===== config.mk =====
export PLATFORM = sky130hd
export DESIGN_NAME = rbsi_fold
export DESIGN_NICKNAME = d
export VERILOG_FILES = /design/src/hdl/rbsi_pkg.sv /design/src/hdl/rbsi_fold.sv
export SDC_FILE = /design/constraint.sdc
export NUM_CORES = 1
export LEC_CHECK = 0
export BUFFER_PORTS_ARGS = -buffer_cell sky130_fd_sc_hd__buf_2
export CAP_MARGIN = 20
export CORE_MARGIN = 2
export CORE_UTILIZATION = 30
export DETAILED_ROUTE_END_ITERATION = 10
export GPL_ROUTABILITY_DRIVEN = 0
export PLACE_DENSITY_LB_ADDON = 0.05
export RECOVER_POWER = 100
export SLEW_MARGIN = 20
export SYNTH_ARGS = -nofsm -noshare
export SYNTH_HDL_FRONTEND = slang
export SYNTH_SLANG_ARGS = --single-unit

===== constraint.sdc =====
create_clock -name clk -period 3.97 [get_ports clk]
set_input_delay 0.1985 -clock clk [delete_from_list [all_inputs] [get_ports clk]]
set_output_delay 0.1985 -clock clk [all_outputs]
set_load 0.02 [all_outputs]

===== src/hdl/rbsi_pkg.sv =====
// Shared types and constants for the ray versus box slab test.
`timescale 1ns / 1ps
`default_nettype none

package rbsi_pkg;

  // Number of spatial axes handled side by side.
  localparam int AXES = 3;

  // Configuration register index width and register indexes.
  localparam int CFG_IDX_W = 3;
  typedef logic [CFG_IDX_W-1:0] cfg_idx_t;

  localparam cfg_idx_t REG_CENTER_X    = 3'd0;
  localparam cfg_idx_t REG_CENTER_Y    = 3'd1;
  localparam cfg_idx_t REG_CENTER_Z    = 3'd2;
  localparam cfg_idx_t REG_HALF_WIDTH  = 3'd3;
  localparam cfg_idx_t REG_HALF_HEIGHT = 3'd4;
  localparam cfg_idx_t REG_HALF_DEPTH  = 3'd5;

  // Status of one axis as it leaves its lane.
  typedef struct packed {
    logic vld;   // a transaction is present in this slot
    logic zero;  // direction on this axis is zero
    logic miss;  // origin lies outside the slab on this axis
  } lane_flags_t;

endpackage : rbsi_pkg

`default_nettype wire


===== src/hdl/rbsi_fold.sv =====
// Orders each axis's plane distances and folds the three axes into near, far and hit.
`timescale 1ns / 1ps
`default_nettype none

module rbsi_fold #(
  parameter int COORD_BITS = 32
) (
  input  wire                         clk,
  input  wire                         rst_n,
  input  rbsi_pkg::lane_flags_t       in_flags [0:rbsi_pkg::AXES-1],
  input  wire signed [COORD_BITS-1:0] in_t_a   [0:rbsi_pkg::AXES-1],
  input  wire signed [COORD_BITS-1:0] in_t_b   [0:rbsi_pkg::AXES-1],
  output logic                        out_valid,
  output logic                        out_hit,
  output logic [COORD_BITS-2:0]       out_t_near,
  output logic [COORD_BITS-2:0]       out_t_far
);

  localparam int C = COORD_BITS;
  localparam logic signed [C-1:0] Q_MAX = {1'b0, {(C-1){1'b1}}};

  // Stage one: order each pair; a flat axis leaves near and far untouched.
  logic signed [C-1:0] lo_nxt [0:rbsi_pkg::AXES-1];
  logic signed [C-1:0] hi_nxt [0:rbsi_pkg::AXES-1];
  logic                miss_any_nxt;

  always_comb begin
    miss_any_nxt = 1'b0;
    for (int a = 0; a < rbsi_pkg::AXES; a++) begin
      if (in_flags[a].zero) begin
        lo_nxt[a] = '0;
        hi_nxt[a] = Q_MAX;
      end else if (in_t_a[a] > in_t_b[a]) begin
        lo_nxt[a] = in_t_b[a];
        hi_nxt[a] = in_t_a[a];
      end else begin
        lo_nxt[a] = in_t_a[a];
        hi_nxt[a] = in_t_b[a];
      end
      miss_any_nxt = miss_any_nxt | (in_flags[a].zero & in_flags[a].miss);
    end
  end

  logic                s1_vld_r;
  logic signed [C-1:0] s1_lo_r [0:rbsi_pkg::AXES-1];
  logic signed [C-1:0] s1_hi_r [0:rbsi_pkg::AXES-1];
  logic                s1_miss_r;

  // Stage two: first level of the max and min trees; near starts at zero.
  logic signed [C-1:0] near_a_nxt;
  logic signed [C-1:0] near_b_nxt;
  logic signed [C-1:0] far_a_nxt;

  assign near_a_nxt = (s1_lo_r[0] > s1_lo_r[1]) ? s1_lo_r[0] : s1_lo_r[1];
  assign near_b_nxt = (s1_lo_r[2] > 0) ? s1_lo_r[2] : '0;
  assign far_a_nxt  = (s1_hi_r[0] < s1_hi_r[1]) ? s1_hi_r[0] : s1_hi_r[1];

  logic                s2_vld_r;
  logic signed [C-1:0] s2_near_a_r;
  logic signed [C-1:0] s2_near_b_r;
  logic signed [C-1:0] s2_far_a_r;
  logic signed [C-1:0] s2_far_b_r;
  logic                s2_miss_r;

  // Stage three: final near and far.
  logic                s3_vld_r;
  logic signed [C-1:0] s3_near_r;
  logic signed [C-1:0] s3_far_r;
  logic                s3_miss_r;

  // Stage four: hit decision; distances are cleared on a miss.
  logic hit_nxt;
  assign hit_nxt = !s3_miss_r && (s3_near_r <= s3_far_r);

  logic         out_vld_r;
  logic         out_hit_r;
  logic [C-2:0] out_near_r;
  logic [C-2:0] out_far_r;

  always_ff @(posedge clk) begin
    if (!rst_n) begin
      s1_vld_r  <= 1'b0;
      s2_vld_r  <= 1'b0;
      s3_vld_r  <= 1'b0;
      out_vld_r <= 1'b0;
    end else begin
      s1_vld_r  <= in_flags[0].vld;
      s2_vld_r  <= s1_vld_r;
      s3_vld_r  <= s2_vld_r;
      out_vld_r <= s3_vld_r;
    end
  end

  always_ff @(posedge clk) begin
    s1_lo_r     <= lo_nxt;
    s1_hi_r     <= hi_nxt;
    s1_miss_r   <= miss_any_nxt;

    s2_near_a_r <= near_a_nxt;
    s2_near_b_r <= near_b_nxt;
    s2_far_a_r  <= far_a_nxt;
    s2_far_b_r  <= s1_hi_r[2];
    s2_miss_r   <= s1_miss_r;

    s3_near_r   <= (s2_near_a_r > s2_near_b_r) ? s2_near_a_r : s2_near_b_r;
    s3_far_r    <= (s2_far_a_r < s2_far_b_r) ? s2_far_a_r : s2_far_b_r;
    s3_miss_r   <= s2_miss_r;

    out_hit_r   <= hit_nxt;
    out_near_r  <= hit_nxt ? s3_near_r[C-2:0] : '0;
    out_far_r   <= hit_nxt ? s3_far_r[C-2:0] : '0;
  end

  assign out_valid  = out_vld_r;
  assign out_hit    = out_hit_r;
  assign out_t_near = out_near_r;
  assign out_t_far  = out_far_r;

endmodule : rbsi_fold

`default_nettype wire


; ---- Word level (Yosys, flattened, before mapping)
; Index checks and enable logic that the tools add are counted.
[word_totals]
regBits = 454
inputBits = 203
out_inout_bits = 64
word_cells = 48
[op_classes]
order_cmp = 9
muxes = 10
n_bitwise = 5
reduce_logical = 2
[op_table]
columns = operator, n
row1 = 32-bit 2-to-1 mux, 10
row2 = 32-bit greater-than comparator, 5
row3 = 32-bit less-than comparator, 2
row4 = "32-bit by 1-bit greater-than comparator with 1-bit output, second input constant", 1
row5 = 32-bit <= comparator, 1
row6 = 1-bit AND, 3
row7 = 1-bit bitwise OR, 2
row8 = 1-bit logical AND, 1
row9 = 1-bit zero test, 1

; ---- Longest topological paths before layout
[logic_depth]
word_depth = 3
ltp_mapped = 12
mapped_depth_nobuf = 10

; ---- Worst setup path after synthesis
; Ideal clock, no wire load.
[synth_path]
kind = flip-flop to flip-flop
from = register s1_hi_r[53] (netlist bit)
to = register s2_far_a_r[10]
setup_ps = 121
t_arrival_ps = 2324
required_ps = 3849
path_slack_ps = 1525
stages_incl_launch_ff = 12
synth_period_minus_slack_ps = 2445
cell_sequence = dfxtp_1 -> inv_1 -> ha_1 -> a21o_1 -> a21o_1 -> a21oi_1 -> o211ai_1 -> a211oi_2 -> nor2_1 -> a41oi_2 -> buf_4 -> mux2_2
[synth_via]
elab_chain_len = 2
[synth_rtl]
columns = element, line
row1 = "start, declared", rbsi_fold.sv:46  ; logic signed [C-1:0] s1_hi_r [0:rbsi_pkg::AXES-1];
row2 = "start signal, assigned", rbsi_fold.sv:96  ; s1_hi_r <= hi_nxt;
row3 = 32-bit less-than comparator, rbsi_fold.sv:56  ; assign far_a_nxt = (s1_hi_r[0] < s1_hi_r[1]) ? s1_hi_r[0] : s1_hi_r[1];
row4 = 32-bit 2-to-1 mux, rbsi_fold.sv:56
row5 = via far_a_nxt[10], rbsi_fold.sv:52  ; logic signed [C-1:0] far_a_nxt;
row6 = "end signal, assigned", rbsi_fold.sv:101  ; s2_far_a_r <= far_a_nxt;
row7 = "end, declared", rbsi_fold.sv:61  ; logic signed [C-1:0] s2_far_a_r;
; The timed path passes the listed nets, and every way through them passes these cells.
; A chain may end at the register's enable or synchronous reset.

; ---- Worst setup path in the final report
[layout_path]
from = input in_t_b[78] (netlist bit)
to = register s1_lo_r[88] (netlist bit)
[layout_via]
elab_chain_len = 2
[layout_rtl]
columns = element, line
row1 = "start, declared", rbsi_fold.sv:12  ; input wire signed [COORD_BITS-1:0] in_t_b [0:rbsi_pkg::AXES-1],
row2 = 32-bit greater-than comparator, rbsi_fold.sv:33  ; end else if (in_t_a[a] > in_t_b[a]) begin
row3 = 32-bit 2-to-1 mux, rbsi_fold.sv:33
row4 = "end signal, assigned", rbsi_fold.sv:95  ; s1_lo_r <= lo_nxt;
row5 = "end, declared", rbsi_fold.sv:45  ; logic signed [C-1:0] s1_lo_r [0:rbsi_pkg::AXES-1];
; No other way between the ends.

==> impl_results.md <==
- Critical register-to-register path startpoint: s3_far_r[21]
- Die H: 271 um
- ANT cells: 0
- Routed wire length: 62100 um
- Max-slew violation count: 32
- Number of buffers and inverters on the critical path: 5
- Largest voltage drop on the vdd net: 0.000326 V
- Max-capacitance violation count: 1
- Die extent in x: 271 um
- Detailed placement HPWL: 48700 um
- Tightest Hold Check Type: input pin to register
- Yosys Warn Count: 0
- Worst reg2reg endpoint: out_t_near[0]
- Adder-cell area share of the yosys netlist: 0.148
- Leakage: 0.0137 uW
- Number of stages on the worst setup path: 14
- Combined area of the multi-input logic cells: 0.0110 mm^2
- Clock slew at the register clock pins of the worst setup and hold paths: 60 ps
- Row Count: 98
- Initial standard-cell utilization of the core: 0.302
- Highest achievable clock rate: 268 MHz
- Reg-to-reg setup timing slack: 390 ps
- Total power divided by cell area: 541 mW/mm^2
- Detail Route Antenna Nets: 0
- Setup total negative slack: 0 ps
- Die area: 0.0737 mm^2
- Sequential area share after synthesis: 0.424
- Top metal layer carrying routed signals: met4
- Required time worst endpoint: 4400 ps
- Area added between synthesis and finish: 31.2%
- Via density per instance: 4.44
- Latest clock arrival within the worst-skew pair: 590 ps
- Met3 routed WL: 1870 um
- Setup skew after layout: 21.9 ps
- Main combinational cell family by area after synthesis: adder cells
- Gate count after technology mapping: 2219
- Total global-route track usage: 0.166
- Flip-flop and latch count after synthesis: 454
- PnR Total Power: 15200 uW
- Count of cells along the worst register-to-register path: 13
- Share of the cycle needed by the critical path after routing: 0.939
- WL/cell: 16.6 um
- Number of CTS-inserted buffers: 50
- Maximum count of clock buffers along a single path: 3
- Largest net degree at the start of global routing: 128
- Core region area: 0.0711 mm^2
- Routed vias: 16600
- Number of antenna violations at the first check in global routing: 1
- Slowest stage delay, CP: 570 ps
- Buffer cell driving the clock tree root: clkbuf_16
- Number of flops mapped to enable cells by yosys: 0
- Count of cell types in the netlist: 46
- Fraction of layout instances using a drive strength above 1: 0.141
- CP cell instances: dlygate4sd3_1 -> clkbuf_1 -> inv_1 -> ha_1 -> a21oi_1 -> nand2_1 -> a21oi_1 -> or4b_1 -> a21oi_1 -> mux2i_4 -> buf_4 -> mux2i_1 -> dlygate4sd3_1 -> nor2_1
- Post-synthesis xor/xnor area fraction: 0
- Remaining global-route overflow: 0
- Top fanout value on the critical path: 35
- Area share of and/or/nand/nor cells after synthesis: 0.145
- Synthesized-area fraction occupied by ao, oa, aoi and oai cells: 0.0750
- Port buffer count: 264
- Global-route wire length before repair: 93500 um
- Most repeated library cell on the critical path: a21oi_1
- CTS HTree Levels: 2
- Unrepaired setup endpoints after global routing: no
- Number of instances resized during post-cts repair: 0
- Wire length on met1: 25700 um
- Proportion of synthesized area in mux cells: 0.143
- DR DRC count: 0
- Slew at the pin closest to its max-slew limit: 1510 ps
- Relative slew margins: -0.00439
- Slowest stage cell on the critical path: dlygate4sd3_1
- Clock net sink count: 454
- Worst setup endpoint: s1_lo_r[88]
- Primary FF master, synth: dfxtp_1
- First element of the critical path: in_t_b[78]
- Vias in the first global route: 16800
- Routed wire length on met2: 33000 um
- Clock tree from TritonCTS: done
- Register cell area after layout: 0.00909 mm^2
- Fillers: 7174
- Crit path time final: 3730 ps
- Outcome: finished, violations left
- Kind of end point of the critical path: register
- Crit path DAT: 4160 ps
- Classification of the worst setup path: input pin to register
- Number of optimization iterations in the first detailed-route pass: 5
- Nets: 3202
- Failing checks: max-capacitance violations, max-slew violations
- Syn Area/Cell: 9.67 um^2
- Family with the most delay on the worst path: buffers and inverters
- Net count after synthesis: 2676
- Detailed router's first-iteration violation count: 567
- Top-level I/O count: 267
- CP startpoint kind: input pin
- Final setup violating endpoints: 0
- Async SR Flop Fraction: 0
- Final Hold Viols: 0
- Netlist area before placement: 0.0214 mm^2
cell usage in the layout (no fill, tap or decap), types with 6 or more instances in the layout:
| cell type | netlist | routed |
|---|---|---|
| o21bai_1 | 6 | 6 |
| clkbuf_1 | 49 | 78 |
| nand3_1 | 9 | 9 |
| inv_1 | 264 | 264 |
| a21oi_1 | 124 | 125 |
| o21ai_0 | 30 | 30 |
| clkinv_2 | 0 | 11 |
| dlygate4sd3_1 | 0 | 277 |
| nand4_1 | 55 | 55 |
| nand2b_1 | 132 | 132 |
| a21o_1 | 49 | 49 |
| nor2_1 | 239 | 239 |
| clkbuf_8 | 0 | 11 |
| and2_0 | 0 | 26 |
| ha_1 | 254 | 254 |
| nand2_1 | 42 | 42 |
| dfxtp_1 | 454 | 454 |
| nor2b_1 | 38 | 38 |
| and2_1 | 35 | 9 |
| mux2_1 | 2 | 37 |
| buf_2 | 25 | 196 |
| o211ai_1 | 8 | 8 |
| nor4_1 | 16 | 16 |
| nor3_1 | 41 | 41 |
| mux2i_1 | 162 | 161 |
| clkbuf_16 | 0 | 53 |
| a211oi_1 | 10 | 10 |
| mux2_2 | 127 | 92 |
synthesized netlist by cell type, drive strengths merged (3+ instances only):
library cell / count / area share
o211ai: 8 / 0.0028
inv: 264 / 0.046
and2: 35 / 0.010
ha: 254 / 0.15
a31oi: 4 / 0.0012
dfxtp: 454 / 0.42
nor2: 239 / 0.042
o21ai: 30 / 0.0070
nand2b: 132 / 0.038
clkbuf: 49 / 0.0086
nand3: 9 / 0.0021
o21bai: 6 / 0.0021
or4: 4 / 0.0014
a21o: 49 / 0.017
a211o: 3 / 0.0012
mux2: 129 / 0.068
nor4: 16 / 0.0047
buf: 35 / 0.0099
nand2: 42 / 0.0073
a2111oi: 7 / 0.0049
nor2b: 38 / 0.011
nand4: 55 / 0.016
nor3: 41 / 0.0096
a211oi: 11 / 0.0041
mux2i: 162 / 0.076
a21oi: 125 / 0.029
routing by layer:
layer	global-route usage	vias up
li1	-	8553
met1	0.188	7728
met2	0.322	230
met3	0.0213	87
met4	0.0467	0
met5	0	-
per-stage QoR:
stage	instances	utilization	instance area (um^2)	worst slack [ps]	hold slack, ps
2_1_floorplan	2219	-	21400	1520	310
4_1_cts	3734	0.397	28200	296	0.383
6_report	3735	0.396	28100	242	14.0
3_3_place_gp	3365	0.334	23700	780	313
5_1_grt	3735	0.396	28100	3.73	11.3
3_5_place_dp	3365	0.334	23700	747	312
sequential cells by signal (all words and copies together), names as in the netlist:
signal	flops
s3_miss_r	1
s1_vld_r	1
s1_hi_r	96
s1_lo_r	96
out_hit	1
out_valid	1
s1_miss_r	1
s2_miss_r	1
s2_vld_r	1
s3_near_r	32
out_t_near	31
out_t_far	31
s2_near_a_r	32
s3_far_r	32
s3_vld_r	1
s2_far_a_r	32
s2_far_b_r	32
s2_near_b_r	32
worst min-delay path, delay by kind of cell:
kind	cells	cell delay (ps)
buf+inv	1	110
mux	1	120
simple gates	1	80
how the worst min path moves through the flow:
stage | from | end | slack [ps] | cells past startpoint
floorplan | s1_hi_r[0] | s2_far_b_r[0] | 310 | 0
global placement | s1_hi_r[30] | s2_far_b_r[30] | 310 | 0
detailed placement | s1_hi_r[29] | s2_far_b_r[29] | 310 | 0
CTS | in_t_b[62] | s1_hi_r[62] | 0.4 | 3
global route | in_t_b[63] | s1_hi_r[63] | 10 | 3
finish | in_t_b[63] | s1_hi_r[63] | 10 | 3
logic make-up (layout without fill, tap and decap cells):
kind of cell             Yosys count  count (layout)
AO/OA/AOI/OAI                    254             254
flip-flops                       454             454
multiplexers                     291             291
AND/OR/NAND/NOR                  617             617
adder cells (fa/ha/maj)          254             254
other                              1               1
buffers and inverters            348             914
where the power goes:
group / switching [uW] / internal [uW] / total (uW)
Sequential: 548 / 5490 / 6040
Combinational: 2390 / 2010 / 4400
Clock: 1880 / 2890 / 4780
Total: 4820 / 10400 / 15200
layout make-up:
type,count,area share
Inverter,264,0.0352
Clock inverter,21,0.00787
Timing Repair Buffer,558,0.148
Tap cell,950,0.0422
Clock buffer,71,0.0535
Multi-Input combinational cell,1417,0.390
Sequential cell,454,0.323
repair_timing:
action / in CTS / in global routing
setup buffers: 0 / 0
setup endpoints to repair: 0 / 0
hold buffers: 277 / 0
endpoints found under the hold margin: 182 / 0
No activity file was read; power rests on OpenSTA's default activity.
